### src/sv/hslg_ram.sv
// ----------------------------------------------------------------------------
// hslg_ram
// Generic single-write, single-read RAM with registered read data.
// ----------------------------------------------------------------------------
module hslg_ram #(
   parameter int WIDTH = 32,
   parameter int DEPTH = 32,
   parameter int AW    = (DEPTH > 1) ? $clog2(DEPTH) : 1
) (
   input  logic             clock,
   input  logic             we,
   input  logic [AW-1:0]    waddr,
   input  logic [WIDTH-1:0] wdata,
   input  logic [AW-1:0]    raddr,
   output logic [WIDTH-1:0] rdata
);

   logic [WIDTH-1:0] mem_ff [DEPTH];
   logic [WIDTH-1:0] rdata_ff;

   always_ff @(posedge clock) begin
      if (we) begin
         mem_ff[waddr] <= wdata;
      end
      rdata_ff <= mem_ff[raddr];
   end

   assign rdata = rdata_ff;

endmodule

### config.mk
export PLATFORM = sky130hd
export DESIGN_NAME = hslg_ram
export DESIGN_NICKNAME = d
export VERILOG_FILES = /design/src/sv/hslg_ram.sv
export SDC_FILE = /design/constraint.sdc
export NUM_CORES = 1
export LEC_CHECK = 0
export ABC_AREA = 0
export BUFFER_PORTS_ARGS = -buffer_cell sky130_fd_sc_hd__buf_2
export CELL_PAD_IN_SITES_DETAIL_PLACEMENT = 1
export CELL_PAD_IN_SITES_GLOBAL_PLACEMENT = 1
export CORE_MARGIN = 1.5
export CORE_UTILIZATION = 35
export DETAILED_ROUTE_END_ITERATION = 12
export PLACE_DENSITY = 0.65
export SKIP_CTS_REPAIR_TIMING = 1
export SYNTH_ARGS = -nofsm -noshare
export SYNTH_HDL_FRONTEND = slang
export SYNTH_SLANG_ARGS = --single-unit
### constraint.sdc
create_clock -name clock -period 4.04 [get_ports clock]
set_input_delay 0.404 -clock clock [delete_from_list [all_inputs] [get_ports clock]]
set_output_delay 0.404 -clock clock [all_outputs]
set_load 0.01 [all_outputs]
; Yosys cells after proc, flatten, opt, wreduce, memory -nomap -nowiden
; Memory sizes are Yosys's and may differ from the RTL's. A register that Yosys moved wholly into a read port is not among the register bits.
; Cells that the tools add are included.
[word_totals]
regBits = 0
mem_bits_rw = 1024
output_inout_bits = 32
word_cells = 3
mem_count = 1
[mem_list]
columns = name, depth, word_bits, rd, rd_ports_with_merged_regs, wr, line
row1 = mem_ff, 32, 32, 1, 1, 1, 18  ; logic [WIDTH-1:0] mem_ff [DEPTH];
[classes]
n_mux = 2
[ops]
columns = operator, n
row1 = two-way mux 1 bit, 2

; Longest topological paths before layout
; Gate-level depths: netlist of the first run.
[logic_depth]
depth_word = 2
ltp_mapped = 8

; Worst setup path before layout of the first run
; Ideal clock, no wire load.
[synth_timing]
kind = input -> register
startpoint = input waddr[1]
endpoint = memory mem_ff[12][0], enable pin
t_arrival_ns = 2.417
required_time_ns = 3.619
path_slack_ns = 1.202
stages = 3
n_path_buf = 1
path_cell_list = or3b_2 clkbuf_1 nor2_1
[synth_lines]
columns = element, line
row1 = "start, declared", 12  ; input logic [AW-1:0] waddr,
row2 = "end, declared", 18
; No word-level cell before the write port.

==> results.ini, run 1 <==
[outcome]
outcome=finished with violations
violations=DRC

[timing]
hold_viol_final=0
period_share_pct=54.9
finClkSkew_ns=0.0340
min_period_ns=2.22
setup_viol=0
clock.fmax_mhz=451
rsz0062_at_grt=false
tns_ns=0
slew_violations=0
maxSlewHeadroom_pct=11.2
worstMarginPinSlew_ns=1.33

[detailed_routing]
vias_per_cell=5.29
drtIter0Drc=1504
first_pass_iters=11
route.detailed.drc=2
ant_nets=0
wl_per_cell_um=27.1
via_count=21163
routed_wl_um=108000

[logic_synthesis]
syn_area_um2=40500
synth.distinct_cells=25
synth_top_cell_by_area=edfxtp_1
yosys.area.top_type_share_pct=76.0
avgSynthCellArea_um2=17.9
synth-edff-count=1024
postSynth.asyncResetShare_pct=0
yosys_warnings=0
seq_area_frac_synth_pct=77.5
synth_nets=2304
synthTopCellsByArea=edfxtp_1 76%, mux2i_1 13%, a22oi_1 1.8%
synthCells=2260
synth_flop_cell=edfxtp_1
ys_ff_latch=1056

[place]
dpl.hpwl_um=62800
port_buffers=75
gp_congestion=0.805
placed_cells=3798

[clock_tree]
path_clk_slew_ns=0.06
cts_root_buffer=clkbuf_16
cts.sinks=1056
h-tree-depth=3
cts_made_buffers=107
clkLatencyLatePin_ns=0.66
cts_tree=built
cts_buffer_depth=3

[setup_path]
startpoint_type=input port
r2r_cells=5
critPathKind=in -> reg
crit_fanout=33
path_cells=buf_2 -> nor2_4 -> buf_4 -> a22o_1 -> nor3_1 -> a31oi_1 -> nand3_1
critPathRequiredTime_ns=4.47
critPathMaxStageDelay_ns=0.54
crit_arrival_ns=2.65
r2r_slack_ns=2.17
cp_slowest_cell=buf_4
cp-end-kind=flip-flop

[final_layout]
layout-drive-gt1-share_pct=14.1
final_cells=3999
area_delta_synth_final_pct=15.0
fin_nets=2439

[floorplanning]
start_util_pct=35.4
die_x_um=343
die_h_um=343
die-area_um2=118000
num_rows=124
io_pins=76
coreArea_um2=115000

[power]
pwr-share-clk_pct=42.4
leakage_nw=16.1
swShare_pct=21.2
peakVddDrop_v=0.000305
p_switching_w=0.00494
power_frac_seq_pct=52.5
combPwrFrac_pct=5.2
internal-power_w=0.0184
powerDensity_nw_per_um2=502

[min_path]
holdCritPathClass=in -> reg
min_path_cells=1

[grt]
overflow=0
grt_first_pass_wirelength_um=157000
grt_use_total_pct=18.3
grt_pass1_vias=22786
grt_start_max_net_pins=76
grt_antenna_before_repair=11

[run]
max_cap_viol_count=0

-- per-stage QoR --
step	hold slack [ns]	utilization (%)	area [um2]	setup slack, ns	total power, W
final	0.273	40.6	46500	1.82	0.0234
after global routing	0.275	40.6	46500	1.78	0.0240
after CTS	0.237	40.6	46500	1.88	0.0235
after detailed placement	0.604	37.6	43000	1.18	0.0137
after global placement	0.585	37.6	43000	1.19	0.0137
after floorplan	0.503	-	40500	1.20	0.0131
-- layer usage --
metal  up-vias  wire (um)  global-route usage (%)  share of wire [%]
li1       9262          -                       -                  -
met1     11161      44500                    22.8                 41
met2       548      54700                    31.8                 50
met3       178       6160                    3.99                5.7
met4        14       3040                    5.75                2.8
met5         -         89                       0              0.082
-- cell families (layout without fill, tap and decap cells) --
| logic type | Yosys count | after routing | synth area share (%) |
|---|---|---|---|
| flops | 1056 | 1056 | 77.5 |
| buf+inv | 127 | 350 | 1.86 |
| mux | 512 | 512 | 12.7 |
| compound gates | 288 | 288 | 4.85 |
| simple gates | 277 | 277 | 3.10 |
| other cells | 0 | 4 | 0 |
-- cell type report --
class | count | area [um2]
fillers | 11174 | 68000
flip-flops and latches | 1056 | 31400
multi-input cells | 1077 | 8610
clock buffers | 147 | 2950
well taps | 1512 | 1890
repair buffers | 153 | 1130
clock inverters | 50 | 559
diodes | 4 | 10.0
-- flip-flops by register name (all words and copies together) (netlist names) --
| name | flops |
|---|---|
| rdata | 32 |
| mem_ff | 1024 |
-- synth_stat cells (2+ instances only) --
master	n
edfxtp_1	1024
mux2i_1	512
nand2_1	98
nand3_1	98
a21oi_1	96
a22oi_1	96
a22o_1	64
clkbuf_1	46
nor2_1	34
buf_4	33
a31oi_1	32
dfxtp_1	32
nor3_1	32
buf_2	26
buf_6	15
buf_1	5
nand3b_1	5
or3b_2	3
clkbuf_4	2
nand2b_1	2
-- power groups by stage --
stage	Sequential, W	Clock, W	Combinational (W)
after floorplan	0.0125	0	0.000629
after global placement	0.0125	0	0.00118
after detailed placement	0.0125	0	0.00121
after CTS	0.0123	0.0101	0.00122
after global routing	0.0123	0.0105	0.00129
final	0.0122	0.00990	0.00121
-- worst max-delay path: cells and delay by family --
family,cells,cell delay [ns]
buf+inv,2,0.69
simple gates,3,0.84
compound gates,2,0.70
-- worst paths after layout --
check / startpoint / to
max reg2reg: mem_ff[7][12] / rdata[12]
max: raddr[1] / rdata[4]
min: wdata[3] / mem_ff[29][3]
min reg2reg: mem_ff[16][3] / rdata[3]
-- placed cells by master (no fill, tap or decap), types with 2 or more instances in the layout --
cell type / synthesis / routed
inv_6: 0 / 2
nand3b_1: 5 / 5
or3b_2: 3 / 3
buf_2: 26 / 74
edfxtp_1: 1024 / 1024
a22o_1: 64 / 64
nor3_1: 32 / 32
diode_2: 0 / 4
buf_12: 0 / 13
a22oi_1: 96 / 96
nand2_1: 98 / 97
buf_4: 33 / 65
a31oi_1: 32 / 32
clkinvlp_4: 0 / 3
clkbuf_16: 0 / 108
clkinv_2: 0 / 18
bufinv_16: 0 / 12
clkinv_1: 0 / 14
nor2_4: 0 / 33
clkbuf_1: 46 / 29
nand2b_2: 0 / 2
nand3_1: 98 / 98
mux2i_1: 512 / 512
a21oi_1: 96 / 96
dfxtp_1: 32 / 32
clkbuf_8: 0 / 10
(Power assumes the default switching activity.)
==> run 2, diff against run 1 <==
Settings changed: PLACE_DENSITY 0.65 to 0.67.
Clock period 4.04 ns to 1.9 ns, I/O delays scaled along.
==> results.ini, run 2 (synthesis gave the netlist of run 1 again) <==
[outcome]
outcome=finished with violations
violations=DRC, hold timing

[detailed_routing]
ant_nets=0  ; unchanged
wl_per_cell_um=27.2  ; +0.13%
via_count=21913  ; +3.5%
routed_wl_um=111000  ; +2.8%
first_pass_iters=11  ; unchanged
vias_per_cell=5.34  ; +0.87%
drtIter0Drc=1865  ; +24%
route.detailed.drc=8  ; +6

[setup_path]
critPathKind=reg -> out
critPathRequiredTime_ns=1.71  ; -2.76 ns
crit_fanout=1  ; -97%
cp-end-kind=output pin
path_cells=buf_2
critPathMaxStageDelay_ns=0.53  ; about the same
startpoint_type=flip-flop
path_buf_inv=1  ; -1
cp_slowest_cell=dfxtp_1
critPathTopFamily=flip-flops
crit_arrival_ns=1.43  ; -1.22 ns

[clock_tree]
cts.sinks=1056  ; unchanged
cts_tree=built
path_clk_slew_ns=0.06  ; about the same
cts_root_buffer=clkbuf_16
h-tree-depth=3  ; unchanged
clkLatencyLatePin_ns=0.70  ; +0.04 ns
cts_buffer_depth=3  ; unchanged
cts_made_buffers=106  ; -0.93%

[grt]
grt_antenna_before_repair=16  ; +5
grt_pass1_vias=23231  ; +2.0%
grt_first_pass_wirelength_um=161000  ; +2.8%
grt_use_total_pct=18.9  ; +0.57 points
overflow=0  ; unchanged
grt_start_max_net_pins=41  ; -46%

[final_layout]
final_common_cell=edfxtp_1
fillerInstances=11146  ; -0.25%
area_delta_synth_final_pct=18.7
largest_register=mem_ff
layout-drive-gt1-share_pct=17.6  ; +3.5 points
fin_nets=2541  ; +4.2%
largest_reg_flops=1024  ; unchanged
finalInstanceArea_um2=48100  ; +3.3%
final_cells=4105  ; +2.7%
final_cell_mix=1,024 x edfxtp_1, 512 x mux2i_1, 107 x clkbuf_16, 100 x buf_4, 98 x nand3_1

[timing]
rsz0062_at_grt=false
finClkSkew_ns=0.0272  ; -0.00683 ns
finalWorstSetupSlack_ns=0.277  ; -1.54 ns
maxSlewHeadroom_pct=55.2  ; +44 points
holdWs_ns=-0.0103  ; -0.283 ns
hold_viol_final=9  ; +9
setup_viol=0  ; unchanged
period_share_pct=85.4
clock.fmax_mhz=616
worstMarginPinSlew_ns=0.668  ; -0.661 ns
slew_violations=0  ; unchanged
min_period_ns=1.62
tns_ns=0  ; unchanged

[min_path]
holdCritPathClass=in -> reg

[floorplanning]
die-area_um2=118000  ; unchanged
num_rows=124  ; unchanged
die_x_um=343  ; unchanged
die_h_um=343  ; unchanged
start_util_pct=35.4  ; unchanged
io_pins=76  ; unchanged
coreArea_um2=115000  ; unchanged

[power]
peakVddDrop_v=0.00104  ; +240%
powerDensity_nw_per_um2=1020  ; +100%
leakage_nw=16.7  ; +4.4%

[place]
port_buffers=75  ; unchanged
dpl.hpwl_um=66500  ; +5.9%
gp_congestion=0.779  ; -3.3%
place_area_um2=44600  ; +3.7%
placed_cells=3899  ; +2.7%
dp_worst_setup_slack_ns=-0.322  ; -1.50 ns

[run]
max_cap_viol_count=0  ; unchanged

run 2: cell types whose count changed in the layout (fill, tap and decap cells not counted), sizes merged:
cell         before  now
bufinv           12    2
diode             4    2
clkinvlp          3    4
clkbuf          147  158
buf             153  254
inv               2    5
dlygate4sd3       0    2
run 2: power by group:
| group | internal [W] | switching (W) |
|---|---|---|
| sequential | 0.0259 | 0.000175 |
| clock | 0.0115 | 0.00886 |
| combinational | 0.000986 | 0.00177 |
run 2: layout make-up:
class / instances / area, um2 / share of cell area (%)
tap: 1512 / 1890 / 3.94
sequential: 1056 / 31400 / 65.3
multi-input combinational: 1077 / 8610 / 17.9
clock inverter: 44 / 357 / 0.742
antenna: 2 / 5.00 / 0.0104
clock buffer: 158 / 3080 / 6.41
timing repair buffer: 256 / 2740 / 5.70
run 2: path summary, 6_finish.rpt:
path	slack [ns]	from	cells past startpoint	endpoint
setup / recovery	0.28	rdata[24]	1	rdata[24]
hold / removal	-0.01	wdata[3]	1	mem_ff[1][3]
setup reg to reg	0.32	mem_ff[18][16]	5	rdata[16]
hold reg to reg	0.58	mem_ff[10][19]	4	rdata[19]
run 2: stage by stage:
stage | hold WS [ns] | power, W | util (%)
after floorplan | 0.289 | 0.0279 | -
after global placement | 0.583 | 0.0292 | 39.0
after detailed placement | 0.595 | 0.0293 | 39.0
after CTS | -0.0539 | 0.0496 | 42.0
after global routing | 0.00130 | 0.0505 | 42.0
final | -0.0103 | 0.0492 | 42.0
run 2: per-layer routing:
layer	up-vias	part of all wire, %	GRT usage [%]	wire [um]
li1	9473	-	-	-
met1	11603	43	25.2	47800
met2	637	48	30.9	53500
met3	192	5.8	3.78	6500
met4	8	3.3	6.42	3640
met5	-	0.046	0	51
