### config.mk
export PLATFORM = sky130hd
export DESIGN_NAME = hslg_mul
export DESIGN_NICKNAME = d
export VERILOG_FILES = /design/src/sv/hslg_pkg.sv /design/src/sv/hslg_mul.sv
export SDC_FILE = /design/constraint.sdc
export NUM_CORES = 2
export LEC_CHECK = 0
export ABC_CLOCK_PERIOD_IN_PS = 18900
export BUFFER_PORTS_ARGS = -buffer_cell sky130_fd_sc_hd__buf_2
export CORE_MARGIN = 2
export CORE_UTILIZATION = 48
export DETAILED_ROUTE_END_ITERATION = 8
export HOLD_SLACK_MARGIN = 0.06
export PLACE_DENSITY_LB_ADDON = 0.12
export SLEW_MARGIN = 10
export SYNTH_ARGS = -nofsm -noshare
export SYNTH_HDL_FRONTEND = slang
export SYNTH_SLANG_ARGS = --single-unit
### constraint.sdc
create_clock -name clock -period 18.9 [get_ports clock]
set_clock_uncertainty 0.05 [all_clocks]
set_input_delay 3.78 -clock clock [delete_from_list [all_inputs] [get_ports clock]]
set_output_delay 3.78 -clock clock [all_outputs]
set_load 0.03 [all_outputs]
### src/sv/hslg_pkg.sv
// ----------------------------------------------------------------------------
// hslg_pkg
// Shared types, constants and saturation helper for the Huber SVM
// loss/gradient block.
// ----------------------------------------------------------------------------
package hslg_pkg;

   localparam int VECTOR_LENGTH_DEF = 32;
   localparam int VALUE_WIDTH_DEF   = 32;

   localparam int ACC_W  = 48;
   localparam int OPB_W  = 33;
   localparam int WIDE_W = 60;
   localparam int ELEM_W = 32;
   localparam int IDX_W  = 5;
   localparam int FRAC_W = 24;

   localparam logic signed [WIDE_W-1:0] Q_ONE = WIDE_W'(64'sd16777216);
   localparam logic signed [WIDE_W-1:0] ACC_MAX_W = WIDE_W'(64'sd140737488355327);
   localparam logic signed [WIDE_W-1:0] ACC_MIN_W = WIDE_W'(-64'sd140737488355328);

   localparam logic [30:0] HUBER_RST = 31'd8388608;
   localparam logic [30:0] INV2H_RST = 31'd16777216;
   localparam logic [30:0] LAMBDA_RST = 31'd0;
   localparam logic [24:0] INVN_RST  = 25'd16777216;
   localparam logic [5:0]  ALEN_RST  = 6'd32;

   typedef enum logic [1:0] {
      RK_WEIGHT = 2'd0,
      RK_BIAS   = 2'd1,
      RK_SAMPLE = 2'd2,
      RK_FINISH = 2'd3
   } req_kind_type;

   typedef enum logic [2:0] {
      CSR_HUBER  = 3'd0,
      CSR_INV2H  = 3'd1,
      CSR_LAMBDA = 3'd2,
      CSR_INVN   = 3'd3,
      CSR_ALEN   = 3'd4
   } csr_addr_type;

   typedef enum logic [1:0] {
      RG_FLAT   = 2'd0,
      RG_LINEAR = 2'd1,
      RG_QUAD   = 2'd2
   } region_type;

   typedef enum logic [1:0] {
      MU_IDLE,
      MU_LO,
      MU_HI,
      MU_SUM
   } mul_state_type;

   typedef enum logic [4:0] {
      SQ_IDLE,
      SQ_DOT_GO,
      SQ_DOT_WAIT,
      SQ_REGION,
      SQ_T_GO,
      SQ_T_WAIT,
      SQ_TM_GO,
      SQ_TM_WAIT,
      SQ_LQ_GO,
      SQ_LQ_WAIT,
      SQ_GU_RD,
      SQ_GU_GO,
      SQ_GT_WAIT,
      SQ_GS_GO,
      SQ_GS_WAIT,
      SQ_FN_RD,
      SQ_RW_GO,
      SQ_RW_WAIT,
      SQ_BI_GO,
      SQ_BI_WAIT,
      SQ_WW_GO,
      SQ_WW_WAIT,
      SQ_BW_GO,
      SQ_BW_WAIT,
      SQ_F1_GO,
      SQ_F1_WAIT,
      SQ_F2_GO,
      SQ_F2_WAIT
   } seq_state_type;

   function automatic logic signed [ACC_W-1:0] sat_acc(input logic signed [WIDE_W-1:0] v);
      logic signed [ACC_W-1:0] r;
      if (v > ACC_MAX_W) begin
         r = ACC_MAX_W[ACC_W-1:0];
      end else if (v < ACC_MIN_W) begin
         r = ACC_MIN_W[ACC_W-1:0];
      end else begin
         r = v[ACC_W-1:0];
      end
      return r;
   endfunction

endpackage

### src/sv/hslg_mul.sv
// ----------------------------------------------------------------------------
// hslg_mul
// Shared Q24.24 x Q9.24 multiplier: floor(a*b / 2^24), optionally negated,
// saturated to 48 bits, from two 25x33 partial products on one multiplier.
// ----------------------------------------------------------------------------
module hslg_mul (
   input  logic                                 clock,
   input  logic                                 reset,
   input  logic                                 start,
   input  logic                                 neg,
   input  logic signed [hslg_pkg::ACC_W-1:0]    op_a,
   input  logic signed [hslg_pkg::OPB_W-1:0]    op_b,
   output logic                                 done,
   output logic signed [hslg_pkg::ACC_W-1:0]    result
);
   import hslg_pkg::*;

   localparam int PROD_W = 25 + OPB_W;

   mul_state_type state_ff, state_in;
   logic signed [ACC_W-1:0]  a_ff;
   logic signed [OPB_W-1:0]  b_ff;
   logic                     neg_ff;
   logic signed [PROD_W-1:0] plo_ff, phi_ff, prod;
   logic signed [24:0]       x_sel;
   logic signed [WIDE_W-1:0] sum;
   logic signed [ACC_W-1:0]  res_ff;
   logic                     done_ff;

   always_comb begin
      state_in = state_ff;
      unique case (state_ff)
         MU_IDLE: if (start) state_in = MU_LO;
         MU_LO:   state_in = MU_HI;
         MU_HI:   state_in = MU_SUM;
         MU_SUM:  state_in = MU_IDLE;
         default: state_in = MU_IDLE;
      endcase
   end

   always_comb begin
      unique case (state_ff)
         MU_HI:   x_sel = {a_ff[ACC_W-1], a_ff[ACC_W-1:FRAC_W]};
         default: x_sel = {1'b0, a_ff[FRAC_W-1:0]};
      endcase
   end

   assign prod = x_sel * b_ff;
   assign sum  = WIDE_W'(phi_ff) + WIDE_W'(plo_ff >>> FRAC_W);

   always_ff @(posedge clock) begin
      if (reset) begin
         state_ff <= MU_IDLE;
         done_ff  <= 1'b0;
      end else begin
         state_ff <= state_in;
         done_ff  <= (state_ff == MU_SUM);
      end
      if (state_ff == MU_IDLE && start) begin
         a_ff   <= op_a;
         b_ff   <= op_b;
         neg_ff <= neg;
      end
      if (state_ff == MU_LO) plo_ff <= prod;
      if (state_ff == MU_HI) phi_ff <= prod;
      if (state_ff == MU_SUM) res_ff <= sat_acc(neg_ff ? -sum : sum);
   end

   assign done   = done_ff;
   assign result = res_ff;

endmodule

## Yosys cells after proc, flatten, opt, wreduce, memory -nomap -nowiden

Cells that the tools add are included.

- Register bits after elaboration: 249
- Bits in latches: 0
- Memory bits (writable): 0
- Memory bits (read-only): 0
- Input port bits: 85
- Logic and storage cells: 24
- Memories: 0

- Add/sub/neg operators: 2
- Multipliers: 1
- Divide/modulo/power cells: 0
- $lt $le $gt $ge: 2
- Equal/unequal tests: 4
- Shift operators: 0
- Mux-type cells: 5
- Bitwise operators: 0
- Reductions and logical operators: 2

Operators with widths:

| operator | number |
|---|---|
| $gt A60 B48 Y1 const B | 1 |
| $lt A60 B48 Y1 const B | 1 |
| $mux W60 | 1 |
| $neg A59 Y60 | 1 |
| $add A58 B34 Y59 | 1 |
| $mul A25 B33 Y58 | 1 |
| $mux W48 | 1 |
| $mux W25 | 1 |
| $pmux W2 S4 | 1 |
| $eq A2 B2 Y1 const B | 2 |
| $eq A2 B1 Y1 const B | 1 |
| $logic_not A2 Y1 | 1 |
| $mux W2 | 1 |
| $ne A2 B2 Y1 const B | 1 |
| $logic_and A1 B1 Y1 | 1 |

## Depth between registers and ports, before layout

- Depth after elaboration: 5
- Mapped depth: 37
- Depth with buffers taken out: 33

## Least setup slack after synthesis

OpenSTA, ideal clock, no wires.

- Path kind: reg-to-reg
- From: reg state_ff[0]
- To: reg phi_ff[57] (data pin)
- Library setup time: 0.264 ns
- Arrival time: 9.001 ns
- Slack: 9.584 ns
- Stages on the path, launching flop included: 29
- Buffers on the path: 1
- Period minus slack after synthesis: 9.316 ns
- Cells stage by stage: dfxtp_1 -> inv_1 -> ha_1 -> nand2_1 -> clkbuf_1 -> or2_2 -> fa_1 -> fa_1 -> inv_1 -> fa_1 -> fa_1 -> fa_1 -> fa_1 -> inv_1 -> fa_1 -> inv_1 -> ha_1 -> inv_1 -> nor4b_1 -> o21ai_0 -> a31oi_1 -> o21ai_0 -> o311ai_0 -> a22o_1 -> o21ai_0 -> o31ai_1 -> a31oi_1 -> o21ai_0 -> xnor2_1

- Word-level cells in the longest chain between the ends: 3

Ends and longest elaborated chain:

| item | RTL line | text |
|---|---|---|
| start, declared | hslg_mul.sv:20 | `mul_state_type state_ff, state_in;` |
| start signal, assigned | hslg_mul.sv:56 | `state_ff <= state_in;` |
| $eq A2 B2 Y1 | hslg_mul.sv:42 | `unique case (state_ff)` |
| $mux W25 | hslg_mul.sv:42 |  |
| $mul A25 B33 Y58 | hslg_mul.sv:48 | `assign prod = x_sel * b_ff;` |
| named net prod[57] | hslg_mul.sv:24 | `logic signed [PROD_W-1:0] plo_ff, phi_ff, prod;` |
| end signal, assigned | hslg_mul.sv:65 | `if (state_ff == MU_HI) phi_ff <= prod;` |
| end, declared | hslg_mul.sv:24 |  |

The timed path passes the listed nets, and every way through them passes these cells.
A chain may end at the register's enable or synchronous reset.

## Worst setup path after layout

- From: reg state_ff[0]
- To: reg plo_ff[57] (data pin)

- Word-level cells in the longest chain between the ends: 3

Ends and longest elaborated chain:

| item | RTL line | text |
|---|---|---|
| $eq A2 B2 Y1 | hslg_mul.sv:42 |  |
| $mux W25 | hslg_mul.sv:42 |  |
| $mul A25 B33 Y58 | hslg_mul.sv:48 |  |
| named net prod[57] | hslg_mul.sv:24 |  |
| end signal, assigned | hslg_mul.sv:64 | `if (state_ff == MU_LO) plo_ff <= prod;` |
| end, declared | hslg_mul.sv:24 |  |

The timed path passes the listed nets, and every way through them passes these cells.

==> results.py <==
metrics = {
    "finish": {
        "diodes": 0,
        "multiInputGateArea_um2": 31100,
        "final_nets": 5495,
        "drive_gt1_share_pct": 7.58,
        "seqCellArea_um2": 6730,
        "design_area_um2": 44800,
        "area_growth_pct": 6.56,
        "fillers": 8132,
    },
    "clock_network": {
        "clockBufferDepth": 3,
        "cts_max_level": 1,
        "ctsRootBufferMaster": "clkbuf_16",
        "clk_pin_slew_worst_paths_ns": 0.06,
        "clock_latency_ns": 0.62,
        "cts_inserted_buffers": 28,
        "ctsResizeCount": 0,
        "ctsHoldBuffers": 0,
        "cts_tree": "done",
        "cts_setup_buffers": 0,
        "numClockSinks": 225,
    },
    "logic_synthesis": {
        "synthArstFlopShare_pct": 0,
        "synth_top_family_by_area": "adder cells",
        "synth_compound_area_share_pct": 8.43,
        "syn-cell-area_um2": 42000,
        "synth_cell_types": 93,
        "syn_nets": 5473,
        "syn_inst": 4323,
        "synthXorXnorAreaFrac_pct": 3.25,
        "yosysWarningCount": 0,
        "synth_seq_area_share_pct": 16.0,
        "synth_mux_area_share_pct": 0.706,
        "synth.avg_cell_area_um2": 9.72,
        "ys_seq_elements": 225,
        "synth_edf_count": 222,
        "synth-simple-area-share_pct": 14.7,
        "ys.flop_type": "edfxtp_1",
        "synthAdderAreaFrac_pct": 46.8,
    },
    "timing": {
        "fin_crit_ns": 10.31,
        "setup_tns_ns": 0,
        "finalSetupViolCount": 0,
        "worst_slew_pin_slew_ns": 1.24,
        "finalMaxSlewViolations": 0,
        "rsz0062_at_grt": "no",
        "hold_viol": 0,
        "fin_crit_sh_pct": 54.5,
        "relSlewSlack_pct": 17.6,
        "clock.fmax_mhz": 97.0,
    },
    "setup_path": {
        "crit_path_frequent_cell": "fa_1",
        "critPathKind": "register to register",
        "worst_path_largest_cell_delay_ns": 0.92,
        "rr_worst_depth": 31,
        "cp_max_fo": 33,
        "critPathRequiredTime_ns": 19.19,
        "r2r_end": "plo_ff[57]",
        "cp.arrival_ns": 10.60,
        "r2r_slack_ns": 8.59,
        "start_kind": "register",
        "worst_r2r_startpoint": "state_ff[0]",
        "crit_path_end_kind": "register",
        "cp_slowest_cell": "mux2_2",
    },
    "grt": {
        "grt_start_max_net_pins": 67,
        "grt_use_total_pct": 25.5,
        "grt_pass1_vias": 30800,
        "antenna_found_initial": 2,
        "grt_pass1_wl_um": 178000,
        "grt_overflow": 0,
    },
    "worst_hold_path": {
        "hold_start": "state_ff[1]",
        "holdPathStages": 2,
        "holdCritPathClass": "register to register",
        "min_to": "state_ff[1]",
    },
    "routing": {
        "route.vias.total": 29300,
        "wl_per_cell_um": 20.0,
        "drtIter0Drc": 1658,
        "dr.pass1.iters": 6,
        "wirelength_um": 110000,
        "drc": 0,
        "post_drt_via_cell_ratio": 5.30,
        "drtAntennaViolNets": 0,
    },
    "floorplanning": {
        "die_area_um2": 89900,
        "start_util_pct": 48.4,
        "die_y_um": 300,
        "ioPinCount": 134,
        "fp.coreArea_um2": 86800,
        "die_w_um": 300,
        "rows": 108,
    },
    "place": {
        "port_buffers": 133,
        "dp_hpwl_um": 87200,
        "post_dp_cell_area_um2": 43800,
        "gp_congestion": 0.913,
    },
    "run_status": {
        "status": "completed",
    },
    "flow_run": {
        "cap_violations": 0,
    },
}
stage by stage:
stage	instances	util [%]	setup WS (ns)	hold slack [ns]
after floorplan	4323	-	9.58	0.489
after detailed placement	5470	50.4	8.48	0.562
after global placement	5470	50.4	8.67	0.531
final	5521	51.6	8.59	0.558
after CTS	5521	51.6	8.44	0.571
after global routing	5521	51.6	7.89	0.611
sequential cells by signal (all words and copies together), names as in the netlist:
| name | flops |
|---|---|
| a_ff | 48 |
| b_ff | 33 |
| done | 1 |
| neg_ff | 1 |
| phi_ff | 58 |
| plo_ff | 34 |
| result | 48 |
| state_ff | 2 |
logic make-up after synthesis:
family	after synthesis
and+or+nand+nor	1228
AOI/OAI and AO/OA	523
buffers and inverters	1100
DFF	225
adders and majority gates	1065
xor gates and xnor gates	155
muxes	27
how the worst max path moves through the flow:
| stage | from | endpoint | cells past startpoint |
|---|---|---|---|
| after floorplan | state_ff[0] | phi_ff[57] | 28 |
| after global placement | state_ff[0] | phi_ff[57] | 31 |
| after detailed placement | state_ff[0] | phi_ff[57] | 31 |
| after CTS | state_ff[0] | plo_ff[57] | 31 |
| after global routing | state_ff[0] | plo_ff[57] | 31 |
| final | state_ff[0] | plo_ff[57] | 31 |
critical path, delay by kind of cell, from the launching register on:
kind / cells / cell delay [ns]
muxes: 1 / 0.92
xor gates and xnor gates: 1 / 0.11
and+or+nand+nor: 4 / 0.68
AOI/OAI and AO/OA: 9 / 2.83
adders and majority gates: 9 / 4.16
buffers and inverters: 7 / 0.88
DFF: 1 / 0.34
routing by layer:
layer,up-vias,GRT usage (%),share of wire (%)
li1,13400,-,-
met1,14900,37.3,46
met2,787,40.2,46
met3,132,3.98,6.3
met4,0,5.57,2.3
met5,-,0,0
cell usage after synthesis (9+ instances only):
master      n  area share, %
and2_1    284            4.2
nand3_1    31           0.37
o21ai_0   106            1.3
a21o_1     74            1.3
o31ai_1    26           0.46
a21oi_1   119            1.4
nand2_1   490            4.4
clkbuf_1  176            1.6
nor4_1      9           0.13
fa_1      843             40
edfxtp_1  222             16
o21ai_2    30           0.63
o21a_1     21           0.38
xor2_1     61            1.3
or2_2      14           0.21
inv_1     905            8.1
or3_1      15           0.22
a211oi_1   13           0.23
nand2b_1   23           0.34
and3_1     20           0.30
nand4_1    30           0.45
xnor2_1    93            1.9
nor2_1    113            1.0
o211ai_1   14           0.25
o21bai_1   12           0.21
nor2b_1   141            2.1
a31oi_1    19           0.28
mux2_2     21           0.56
nor3_1     24           0.29
ha_1      222            6.6
area by class of cell:
| class | instances | area share, % |
|---|---|---|
| Multi-Input combinational cell | 2998 | 69.5 |
| Sequential cell | 225 | 15.0 |
| Inverter | 905 | 7.59 |
| Tap cell | 1155 | 3.23 |
| Timing Repair Buffer | 187 | 2.39 |
| Clock buffer | 33 | 1.63 |
| Clock inverter | 18 | 0.604 |
cell usage in the layout, fill, tap and decap left out, types with 61 or more instances in the layout:
cell type and n:
fa_1 843, nor2b_1 141, nand2_1 490, xnor2_1 93, xor2_1 61, and2_1 283, o21ai_0 106, ha_1 219
a21oi_1 119, inv_1 905, a21o_1 74, buf_2 133, edfxtp_1 222, nor2_1 113
Power is not shown: default switching activity piles up to over one toggle a cycle in this logic, so the estimate is an artifact.
